===== src/rtl/core/pcic_pkg.sv =====
`default_nettype none

package pcic_pkg;

    // widest cell index the line may need (NY up to 4096)
    localparam int CELL_W    = 12;
    // division datapath: 42-bit numerator magnitude, 25-bit positive divisor
    localparam int NUM_W     = 42;
    localparam int DEN_W     = 25;
    localparam int QUO_W     = NUM_W + 1;
    localparam int QUEUE_DEPTH = 2;

    localparam logic [1:0] ST_OK     = 2'd0;
    localparam logic [1:0] ST_REJECT = 2'd1;
    localparam logic [1:0] ST_SAT    = 2'd2;

    typedef enum logic [1:0] {
        ACT_DEPOSIT    = 2'd0,
        ACT_READ       = 2'd1,
        ACT_READ_CLEAR = 2'd2,
        ACT_NONE       = 2'd3
    } action_t;

    typedef enum logic [1:0] {
        CMD_NOP,
        CMD_REJECT,
        CMD_READ,
        CMD_DEPOSIT
    } cmd_kind_t;

    // one classified request handed from front to back
    typedef struct packed {
        cmd_kind_t          kind;
        logic               clear;
        logic [CELL_W-1:0]  j1;
        logic [CELL_W-1:0]  j2;
        logic signed [17:0] w1;
        logic signed [17:0] w2;
        logic signed [23:0] px;
        logic [23:0]        gam;
        logic [DEN_W-1:0]   den;
    } cmd_t;

    typedef enum logic [2:0] {
        F_IDLE,
        F_EVAL,
        F_FRAC,
        F_MOD,
        F_PUSH
    } front_state_t;

    typedef enum logic [3:0] {
        B_CLEAR,
        B_IDLE,
        B_READ,
        B_RDATA,
        B_MUL,
        B_DIVC_GO,
        B_DIVC_WAIT,
        B_DIVD_GO,
        B_DIVD_WAIT,
        B_ACC,
        B_OUT
    } back_state_t;

    // saturating add of a grid cell and a contribution; msb is the clamp flag
    function automatic logic [32:0] sat_add(input logic signed [31:0] a,
                                            input logic signed [QUO_W-1:0] b);
        logic signed [QUO_W:0] s;
        logic [32:0]           r;
        s = {{(QUO_W-31){a[31]}}, a} + {b[QUO_W-1], b};
        if (s > $signed({{(QUO_W-31){1'b0}}, 32'h7fff_ffff})) begin
            r = {1'b1, 32'h7fff_ffff};
        end else if (s < $signed({{(QUO_W-31){1'b1}}, 32'h8000_0000})) begin
            r = {1'b1, 32'h8000_0000};
        end else begin
            r = {1'b0, s[31:0]};
        end
        return r;
    endfunction

endpackage

`default_nettype wire


===== src/rtl/core/pcic_queue.sv =====
`default_nettype none

module pcic_queue
    import pcic_pkg::*;
(
    input  wire logic aclk,
    input  wire logic aresetn,
    input  wire logic push,
    input  wire cmd_t push_data,
    input  wire logic pop,
    output cmd_t      head,
    output logic      empty,
    output logic      full
);

    cmd_t       entry_reg [QUEUE_DEPTH];
    logic       wr_ptr_reg;
    logic       rd_ptr_reg;
    logic [1:0] count_reg;

    assign empty = count_reg == 2'd0;
    assign full  = count_reg == 2'(QUEUE_DEPTH);
    assign head  = entry_reg[rd_ptr_reg];

    // pointers and fill level
    always_ff @(posedge aclk) begin
        if (!aresetn) begin
            wr_ptr_reg <= 1'b0;
            rd_ptr_reg <= 1'b0;
            count_reg  <= '0;
        end else begin
            if (push) begin
                wr_ptr_reg <= ~wr_ptr_reg;
            end
            if (pop) begin
                rd_ptr_reg <= ~rd_ptr_reg;
            end
            if (push && !pop) begin
                count_reg <= count_reg + 2'd1;
            end else if (pop && !push) begin
                count_reg <= count_reg - 2'd1;
            end
        end
    end

    always_ff @(posedge aclk) begin
        if (push) begin
            entry_reg[wr_ptr_reg] <= push_data;
        end
    end

endmodule

`default_nettype wire


===== config.mk =====
export PLATFORM = sky130hd
export DESIGN_NAME = pcic_queue
export DESIGN_NICKNAME = d
export VERILOG_FILES = /design/src/rtl/core/pcic_pkg.sv /design/src/rtl/core/pcic_queue.sv
export SDC_FILE = /design/constraint.sdc
export NUM_CORES = 1
export LEC_CHECK = 0
export ABC_CLOCK_PERIOD_IN_PS = 8200
export BUFFER_PORTS_ARGS = -buffer_cell sky130_fd_sc_hd__buf_2
export CORE_MARGIN = 5
export CORE_UTILIZATION = 35
export DETAILED_ROUTE_END_ITERATION = 10
export PLACE_DENSITY = 0.68
export SETUP_SLACK_MARGIN = 0.2
export SLEW_MARGIN = 40
export SYNTH_ARGS = -nofsm -noshare
export SYNTH_HDL_FRONTEND = slang
export SYNTH_SLANG_ARGS = --single-unit

===== constraint.sdc =====
create_clock -name aclk -period 8.2 [get_ports aclk]
set_clock_uncertainty 0.1 [all_clocks]
set_input_delay 1.64 -clock aclk [delete_from_list [all_inputs] [get_ports aclk]]
set_output_delay 1.64 -clock aclk [all_outputs]
set_load 0.02 [all_outputs]

==> results.md <==
- Status: complete, no violations
- Via count: 5129
- ANT nets after route: 0
- Post-DP HPWL: roughly 13000 um
- Unrepaired setup endpoints after global routing: false
- Ys Warns: 0
- Hold Path Class: flip-flop to flip-flop
- Reg power frac: about half
- Htree depth: 1
- Overall routed net length: roughly 20000 um
- Die X: 180.5 um
- Max reg flops: between 200 and 300
- Slew @ Worst Pin: ~800 ps
- DRT Pass-1 Iters: 4
- Largest net degree at the start of global routing: 66
- Post-cts repair resize count: 0
- Detailed Route Iter0 Violations: ~160
- Mapped Cells: about 450
- Top-Level Pins: ~280
- CP peak stage delay: ~540 ps
- Clk pin slew, worst setup/hold paths: ~60 ps
- Seq/Total Area, Yosys: approximately four fifths
- First-pass GRT wire length: roughly 31000 um
- Total track usage: a little under an eighth
- Post-Syn Area: between 10000 and 15000 um2
- Critical-path top delay cell: buf_6
- Startpoint types: flip-flop
- Max Fclk: between 200 and 250 MHz
- Sink Count: about 280
- Final hold violation count: 0
- WP data arrival: 2280 ps
- Drt wl/cell: about 17 um
- Area growth from synthesis to layout: 27.83%
- Layout cells sized above 1: approximately 61%
- Post-CTS Setup Bufs: 0
- Placed insts: around 1100
- Leak: a little under 0.005 uW
- Switching power: 743.2 uW
- Final min period: between 4000 and 5000 ps
- Tcrit/Tclk final: 49.01%
- Nets: between 800 and 900
- Port bufs: about 280
- Worst Setup End Kind: primary output
- Gate power share: between 10% and 20%
- Total grt overflow: 0
- Syn_area_per_cell: 22.88 um2
- Worst-path maximum fanout: 64
- RD Place Congestion: between 0.6 and 0.7
- Finished Layout Cells: 1152
- Vias in the first global route: roughly 5500
- Full die area: 32600 um2
- Switching portion of total power: 22.06%
- Final setup fails: 0
- Worst vdd ir: ~0.14 mV
- Setup TNS: 0 ps
- Post-cts hold buffer count: 0
- Max Slew Vio Count: 0
- Crit path max-delay family: buffers and inverters
- CP Buf/Inv Count: 2
- MaxCap Viol Count: 0
- Critical path type: flip-flop to primary output
- CTS root buffer: clkbuf_16
- P per Cell Area: about 260 nW/um2
- Worst-Skew Late Latency: approximately 520 ps
- CP required: 6460 ps
- CTS Buffer Depth: 3
- Netlist cell types: 18
- Syn_nets: roughly 600
- Core region area: ~29000 um2
- Starting Density: between 30% and 40%
- Row count: 62
- Vias/cell: between 4 and 5
- Synth Register Bits: about 280
- Clock share of power: ~40%
- Internal: ~2600 uW
- Die height: approximately 180 um
- CTS tree: built
- DRC: 0
- CTS buffer count: 29
- Worst-path cell chain: buf_6 > mux2_2 > buf_2
- Slew margin rel.: between 40% and 50%
- Antenna violations before repair: 1
[worst reg2reg max path, stage by stage, from the launching register on]
cell and delay, ps:
dfxtp_1 340, nor2b_4 320, buf_8 250, buf_4 540
[per-stage QoR]
stage	hold WS, ps	cell area, um2	util [%]	worst slack (ps)	power [uW]
4_1_cts	429.5	13010	45.33	4151	3416
3_5_place_dp	414.7	12020	41.89	4728	2075
5_1_grt	506.6	13010	45.33	4101	3501
6_report	439.3	13010	45.34	4181	3368
2_1_floorplan	373.7	10180	-	2458	1939
3_3_place_gp	395.1	11990	41.78	4291	2067
[cell usage after synthesis]
library cell | instances | area (um2)
nor2b_1 | 2 | 12.51
o21a_1 | 1 | 7.510
nor2_1 | 1 | 3.750
mux2_4 | 40 | 600.6
mux2_2 | 96 | 1081
dfxtp_1 | 5 | 100.1
and2_1 | 4 | 25.02
edfxtp_1 | 272 | 8168
and2b_1 | 1 | 7.510
a21boi_0 | 1 | 7.510
o21ai_0 | 1 | 5.000
buf_2 | 9 | 45.04
xor2_1 | 2 | 17.52
buf_6 | 6 | 67.56
xnor2_1 | 1 | 8.760
inv_1 | 1 | 3.750
or3_1 | 1 | 6.260
ha_1 | 1 | 12.51
[power groups by stage]
stage	clock [uW]	combinational, uW	sequential [uW]
global route	1430	407	1660
floorplan	0	252	1690
detailed placement	0	387	1690
CTS	1370	390	1660
global placement	0	383	1680
finish	1330	381	1660
[layer usage]
metal / global-route usage (%) / part of all wire [%] / up-vias
met2: 20.33 / 49 / 186
met3: 3.613 / 7.5 / 43
met1: 13.90 / 40 / 2516
met5: 0.2963 / 0.065 / -
met4: 3.418 / 3.0 / 2
li1: - / - / 2382
[path summary, 6_finish.rpt]
path,from,end,slack [ps],cells past startpoint
max,flip-flop,head[27],4180,3
min,count_reg[1]$_SDFFE_PN0P_,count_reg[1]$_SDFFE_PN0P_,440,2
max reg2reg,wr_ptr_reg$_SDFFE_PN0P_,entry_reg[0][114]$_DFFE_PP_,6210,3
min reg2reg,count_reg[1]$_SDFFE_PN0P_,count_reg[1]$_SDFFE_PN0P_,440,2
[area by class of cell]
class                      count  area (um2)
antenna                        1       2.502
clock buffer                  40       787.0
clock inverter                13       200.2
fill                        2524       15690
inverter                       1       3.754
multi-input combinational    152        1805
sequential                   277        8272
tap                          384       480.5
timing repair buffer         284        1461
[cells in the final DEF (no fill, tap or decap), drive strengths merged]
master	n
or3	1
and2b	1
dfxtp	5
clkinvlp	1
diode	1
and2	4
edfxtp	272
buf	284
ha	1
inv	2
xnor2	1
clkinv	6
bufinv	5
a21boi	1
nor2	1
clkbuf	40
xor2	2
o21ai	1
o21a	1
nor2b	2
mux2	136
[kinds of logic after synthesis]
group | Yosys count | synth area share, %
mux | 136 | 16.52
flops | 277 | 81.22
fa+ha+maj | 1 | 0.1229
compound gates | 3 | 0.1967
simple gates | 9 | 0.5408
buf+inv | 16 | 1.143
xor+xnor | 3 | 0.2582
No activity file was read; power rests on OpenSTA's default activity.
