**config.mk**
```make
export PLATFORM = sky130hd
export DESIGN_NAME = pcic_front
export DESIGN_NICKNAME = d
export VERILOG_FILES = /design/src/rtl/core/pcic_pkg.sv /design/src/rtl/core/pcic_front.sv
export SDC_FILE = /design/constraint.sdc
export NUM_CORES = 2
export LEC_CHECK = 0
export BUFFER_PORTS_ARGS = -buffer_cell sky130_fd_sc_hd__buf_4
export CAP_MARGIN = 20
export CORE_MARGIN = 4
export CORE_UTILIZATION = 24
export CTS_BUF_LIST = sky130_fd_sc_hd__clkbuf_16
export DETAILED_ROUTE_END_ITERATION = 12
export GPL_TIMING_DRIVEN = 0
export HOLD_SLACK_MARGIN = 0.12
export SETUP_SLACK_MARGIN = 0.5
export SLEW_MARGIN = 20
export SYNTH_ARGS = -nofsm -noshare
export SYNTH_HDL_FRONTEND = slang
export SYNTH_SLANG_ARGS = --single-unit
```
**constraint.sdc**
```tcl
create_clock -name aclk -period 9.2 [get_ports aclk]
set_input_delay 0 -clock aclk [delete_from_list [all_inputs] [get_ports aclk]]
set_output_delay 0 -clock aclk [all_outputs]
set_load 0.03 [all_outputs]
```
**src/rtl/core/pcic_pkg.sv**
```systemverilog
`default_nettype none

package pcic_pkg;

    // widest cell index the line may need (NY up to 4096)
    localparam int CELL_W    = 12;
    // division datapath: 42-bit numerator magnitude, 25-bit positive divisor
    localparam int NUM_W     = 42;
    localparam int DEN_W     = 25;
    localparam int QUO_W     = NUM_W + 1;
    localparam int QUEUE_DEPTH = 2;

    localparam logic [1:0] ST_OK     = 2'd0;
    localparam logic [1:0] ST_REJECT = 2'd1;
    localparam logic [1:0] ST_SAT    = 2'd2;

    typedef enum logic [1:0] {
        ACT_DEPOSIT    = 2'd0,
        ACT_READ       = 2'd1,
        ACT_READ_CLEAR = 2'd2,
        ACT_NONE       = 2'd3
    } action_t;

    typedef enum logic [1:0] {
        CMD_NOP,
        CMD_REJECT,
        CMD_READ,
        CMD_DEPOSIT
    } cmd_kind_t;

    // one classified request handed from front to back
    typedef struct packed {
        cmd_kind_t          kind;
        logic               clear;
        logic [CELL_W-1:0]  j1;
        logic [CELL_W-1:0]  j2;
        logic signed [17:0] w1;
        logic signed [17:0] w2;
        logic signed [23:0] px;
        logic [23:0]        gam;
        logic [DEN_W-1:0]   den;
    } cmd_t;

    typedef enum logic [2:0] {
        F_IDLE,
        F_EVAL,
        F_FRAC,
        F_MOD,
        F_PUSH
    } front_state_t;

    typedef enum logic [3:0] {
        B_CLEAR,
        B_IDLE,
        B_READ,
        B_RDATA,
        B_MUL,
        B_DIVC_GO,
        B_DIVC_WAIT,
        B_DIVD_GO,
        B_DIVD_WAIT,
        B_ACC,
        B_OUT
    } back_state_t;

    // saturating add of a grid cell and a contribution; msb is the clamp flag
    function automatic logic [32:0] sat_add(input logic signed [31:0] a,
                                            input logic signed [QUO_W-1:0] b);
        logic signed [QUO_W:0] s;
        logic [32:0]           r;
        s = {{(QUO_W-31){a[31]}}, a} + {b[QUO_W-1], b};
        if (s > $signed({{(QUO_W-31){1'b0}}, 32'h7fff_ffff})) begin
            r = {1'b1, 32'h7fff_ffff};
        end else if (s < $signed({{(QUO_W-31){1'b1}}, 32'h8000_0000})) begin
            r = {1'b1, 32'h8000_0000};
        end else begin
            r = {1'b0, s[31:0]};
        end
        return r;
    endfunction

endpackage

`default_nettype wire

```
**src/rtl/core/pcic_front.sv**
```systemverilog
`default_nettype none

module pcic_front
    import pcic_pkg::*;
#(
    parameter int NY = 512
) (
    input  wire logic               aclk,
    input  wire logic               aresetn,
    input  wire logic               s_valid,
    output logic                    s_ready,
    input  wire logic [1:0]         s_action,
    input  wire logic [23:0]        s_position,
    input  wire logic signed [17:0] s_weight,
    input  wire logic signed [23:0] s_momentum_x,
    input  wire logic [23:0]        s_lorentz_factor,
    input  wire logic [8:0]         s_cell_req,
    input  wire logic [23:0]        inv_cell_size,
    input  wire logic               clear_busy,
    output logic                    q_push,
    output cmd_t                    q_data,
    input  wire logic               q_full
);

    localparam int IW = $clog2(NY);
    localparam logic [IW:0] NY_V = (IW + 1)'(NY);
    // scaled reciprocal of NY; the quotient estimate is low by at most one
    localparam logic [27:0] RECIP = 28'((2 ** 28) / NY);

    front_state_t       state_reg, state_next;
    cmd_t               cmd_reg;
    logic [1:0]         act_reg;
    logic [23:0]        pos_reg;
    logic signed [17:0] w_reg;
    logic [8:0]         cell_reg;
    logic [47:0]        prod_reg;
    logic [15:0]        qe_reg;

    logic               accept;
    logic signed [25:0] d;
    logic               reject;
    logic               in_range;
    logic signed [34:0] wf;
    logic signed [18:0] w2_full;
    logic signed [18:0] w1_full;
    logic [43:0]        qe_full;
    logic [31:0]        qn;
    logic [16:0]        rem_full;
    logic [IW-1:0]      mod_next;
    logic [IW-1:0]      j2_next;

    // datapath helpers
    always_comb begin
        d         = $signed({2'b00, cmd_reg.gam}) - {{2{cmd_reg.px[23]}}, cmd_reg.px};
        reject    = d[25] || (d == 26'sd0);
        in_range  = 32'(cell_reg) < 32'(NY);
        wf        = w_reg * $signed({1'b0, prod_reg[31:16]});
        w2_full   = wf[34:16];
        w1_full   = {w_reg[17], w_reg} - w2_full;
        // integer cell mod NY: reciprocal estimate, then one correction
        qe_full   = 44'(prod_reg[47:32]) * 44'(RECIP);
        qn        = 32'(qe_reg) * 32'(NY);
        rem_full  = {1'b0, prod_reg[47:32]} - qn[16:0];
        mod_next  = (rem_full >= 17'(NY)) ? IW'(rem_full - 17'(NY)) : IW'(rem_full);
        j2_next   = ({1'b0, mod_next} == NY_V - 1'b1) ? '0 : IW'(mod_next + 1'b1);
    end

    // next state
    always_comb begin
        state_next = state_reg;
        case (state_reg)
            F_IDLE: begin
                if (accept) state_next = F_EVAL;
            end
            F_EVAL: begin
                if (act_reg == ACT_DEPOSIT && !reject) state_next = F_FRAC;
                else state_next = F_PUSH;
            end
            F_FRAC: state_next = F_MOD;
            F_MOD:  state_next = F_PUSH;
            F_PUSH: begin
                if (!q_full) state_next = F_IDLE;
            end
            default: state_next = F_IDLE;
        endcase
    end

    // outputs
    always_comb begin
        s_ready = (state_reg == F_IDLE) && !clear_busy;
        accept  = s_valid && s_ready;
        q_push  = (state_reg == F_PUSH) && !q_full;
        q_data  = cmd_reg;
    end

    always_ff @(posedge aclk) begin
        if (!aresetn) begin
            state_reg <= F_IDLE;
        end else begin
            state_reg <= state_next;
        end
    end

    // request fields and classification
    always_ff @(posedge aclk) begin
        case (state_reg)
            F_IDLE: begin
                if (accept) begin
                    act_reg     <= s_action;
                    pos_reg     <= s_position;
                    w_reg       <= s_weight;
                    cell_reg    <= s_cell_req;
                    cmd_reg.px  <= s_momentum_x;
                    cmd_reg.gam <= s_lorentz_factor;
                end
            end
            F_EVAL: begin
                cmd_reg.clear <= act_reg == ACT_READ_CLEAR;
                cmd_reg.j1    <= CELL_W'(cell_reg);
                cmd_reg.den   <= d[DEN_W-1:0];
                prod_reg      <= 48'(pos_reg) * 48'(inv_cell_size);
                case (act_reg)
                    ACT_DEPOSIT:
                        cmd_reg.kind <= reject ? CMD_REJECT : CMD_DEPOSIT;
                    ACT_READ, ACT_READ_CLEAR:
                        cmd_reg.kind <= in_range ? CMD_READ : CMD_NOP;
                    default: cmd_reg.kind <= CMD_NOP;
                endcase
            end
            F_FRAC: begin
                cmd_reg.w2 <= w2_full[17:0];
                cmd_reg.w1 <= w1_full[17:0];
                qe_reg     <= qe_full[43:28];
            end
            F_MOD: begin
                cmd_reg.j1 <= CELL_W'(mod_next);
                cmd_reg.j2 <= CELL_W'(j2_next);
            end
            default: begin
            end
        endcase
    end

endmodule

`default_nettype wire

```
==> results.md <==
- GRT Overall Usage: between 10% and 20%
- Row count: about 140
- GRT overflow: 0
- Worst reg2reg path endpoint: q_data[108]
- CTS tree: done
- Clock Skews: 0.0141 ns
- WP data arrival: between 8 and 9 ns
- Count of cell types in the netlist: 78
- Crit path largest cell delay: roughly 0.54 ns
- Dominant cell type by area after synthesis: fa_1
- Max-slew violation count: 0
- DR iter-0 viols: 1,461
- Final Hold Viols: 0
- Number of max-cap violations: 0
- Chip width: just under 400 µm
- Global-route wire length before repair: ~170 mm
- CTS Buf Count: 29
- CTS HTree Levels: 1
- Max frequency: ~120 MHz
- Post-route DRC: 0
- Outcome: finished, final reports clean
- CP endpoint kind: flip-flop
- Worst EP required: 9.57 ns
- R2r setup slk: 0.81 ns
- Routed vias: around 26,000
- Most used cell, CP: fa_1
- Top cells by area, synth: fa_1 42%, edfxtp_1 17%, inv_1 9.2%, ha_1 9.1%, nand2_1 5.8%
- Share of the synthesized area in the top cell type: between 40% and 50%
- Die Footprint: ~0.16 mm²
- Asr flop ratio synth: 0%
- RSZ-0062 raised after global routing: yes
- Number of cells on the worst reg-to-reg path: 31
- CTS sink count: about 210
- Number of flops mapped to enable cells by yosys: between 200 and 250
- Clock latency at the later pin of the worst-skew pair: a little over 0.6 ns
- Syn Inst Count: about 3,600
- Syn Std Cell Area: about 0.036 mm²
- Via/cell ratio: 4.32
- Placer Congestion: 0.971
- Setup TNS: 0 ns
- Die height: about 400 µm
- Ys flop type: edfxtp_1
- WL/cell: 18.1 µm
- Critical path type: reg -> reg
- Routed Antenna Nets: 0
- Pre-antenna DRT Iters: 5
- I/O Buffers: between 200 and 300
- Hpwl dp: a little under 90 mm
- Commonest cells post-synth: 885 x inv_1, 750 x fa_1, 559 x nand2_1
- Initial Util: between 20% and 30%
- Slew margin rel.: 33.5%
- Hold Path Class: in -> reg
- Register area share after synthesis: between 10% and 20%
- Fillers: 15,500
- IO Count: between 200 and 300
- P&R area growth vs syn: 22.7%
- Area taken by multi-input logic gates: between 0.02 and 0.03 mm²
- WL final: about 110 mm
- Period utilisation layout: between 90% and 100%
- Worst-margin pin slew: 0.994 ns
- Vias in the first global route: 29,000
- Number of flip-flops in the largest register: 130
- Worst flop-to-flop path startpoint: prod_reg[21]
- Layout cell share with drive strength beyond 1: 11.1%
- Antenna violations before repair: 9
- Slowest cell on the critical path: fa_1
- Syn. warnings: 0
- Register area: approximately 0.0063 mm²
- Worst Setup Start Kind: flip-flop
- #FFs+latches synth: about 210
- Largest net degree at the start of global routing: 44
- Root buffer cell: clkbuf_16
- CP Capture Point: q_data[108]
- Dominant cell by count in the synthesized netlist: inv_1
- Critical path fanouts, max: 10
- Bufs on Longest Clock Path: 3
- Clock-pin slew on the worst setup and hold paths: about 0.06 ns
- Syn_area_per_cell: between 9 and 10 µm²
- Min Tclk post-route: ~8.4 ns
- Endpoints failing setup: 0
- Critical path startpoint: prod_reg[21]
- Final Net Count: 5,295
- Core ar.: 0.148 mm²
==> metrics by stage <==
stage	instances	instance area, µm²	hold WS, ns	setup WS [ns]	util, %
after floorplan	3620	35900	0.0989	0.891	-
after detailed placement	5813	40400	0.179	-0.939	27.3
after global placement	5809	40300	0.178	-0.907	27.2
final	6112	44100	0.152	0.813	29.7
after global routing	6110	44100	0.126	0.459	29.7
after CTS	6093	43800	0.120	0.507	29.6
==> cells in the final DEF, fill, tap and decap left out, drive strengths merged, types with 7 or more instances in the layout <==
master and count:
inv 893, fa 750, nand2 559, and2 323, buf 319, ha 260
edfxtp 208, dlygate4sd3 203, clkbuf 161, xnor2 76, nor2 59, a21oi 45
o21ai 29, xor2 28, a21o 24, o21a 19, nor3 17, nor2b 15
nand3 11, nand2b 11, o21bai 11, mux2 11, a31oi 11, clkinv 11
nand4 10, and3 10, or3 7, o211ai 7
==> worst max-delay path, delay by kind of cell (launching register included) <==
family / cells / cell delay (ns)
adder cells (fa/ha/maj): 10 / 4.19
AO/OA/AOI/OAI: 8 / 1.73
AND/OR/NAND/NOR: 4 / 0.81
flip-flops: 1 / 0.50
buffers and inverters: 6 / 0.48
XOR/XNOR: 3 / 0.43
==> routing by layer <==
layer / vias to the layer above / global-route usage (%) / routed length, µm / part of all wire, %
met1: 13500 / 18.0 / 44900 / 41
met3: 186 / 2.47 / 7680 / 6.9
met5: - / 0 / 13 / 0.012
met4: 2 / 4.81 / 4240 / 3.8
met2: 826 / 24.6 / 53700 / 49
li1: 11800 / - / - / -
==> cell type report <==
class | count | share of cell area (%)
multi-input combinational | 2374 | 58.8
sequential | 211 | 14.3
timing repair buffer | 504 | 9.92
inverter | 885 | 7.54
tap | 1930 | 5.48
buffer | 150 | 1.76
clock buffer | 29 | 1.65
clock inverter | 24 | 0.548
antenna | 5 | 0.0284
==> worst min path at each step <==
stage,from,to,slack (ns),depth (start not counted)
final,s_position[15],pos_reg[15],0.15,2
after global routing,s_position[0],pos_reg[0],0.13,2
after CTS,s_position[11],pos_reg[11],0.12,2
after detailed placement,s_lorentz_factor[9],q_data[34],0.18,1
after global placement,s_cell_req[5],cell_reg[5],0.18,1
after floorplan,s_action[0],act_reg[0],0.1,0
==> timing repair <==
action                                  4_1_cts  5_1_grt
pin swaps                                     9        7
gates resized for setup                      81       83
buffers inserted                             24       14
hold endpoints to repair                    123        0
hold buffers                                203        0
endpoints found under the setup margin        8       12
==> cells by family after synthesis <==
group           synth area share, %
compound gates                 3.80
xor+xnor                       2.54
fa+ha+maj                      50.9
buf+inv                        10.9
flops                          17.6
mux                           0.345
other cells                  0.0104
simple gates                   13.9
Power is left out: the tool's default activity adds up to more than one toggle a clock period on the data nets, which glitch-free logic cannot reach.
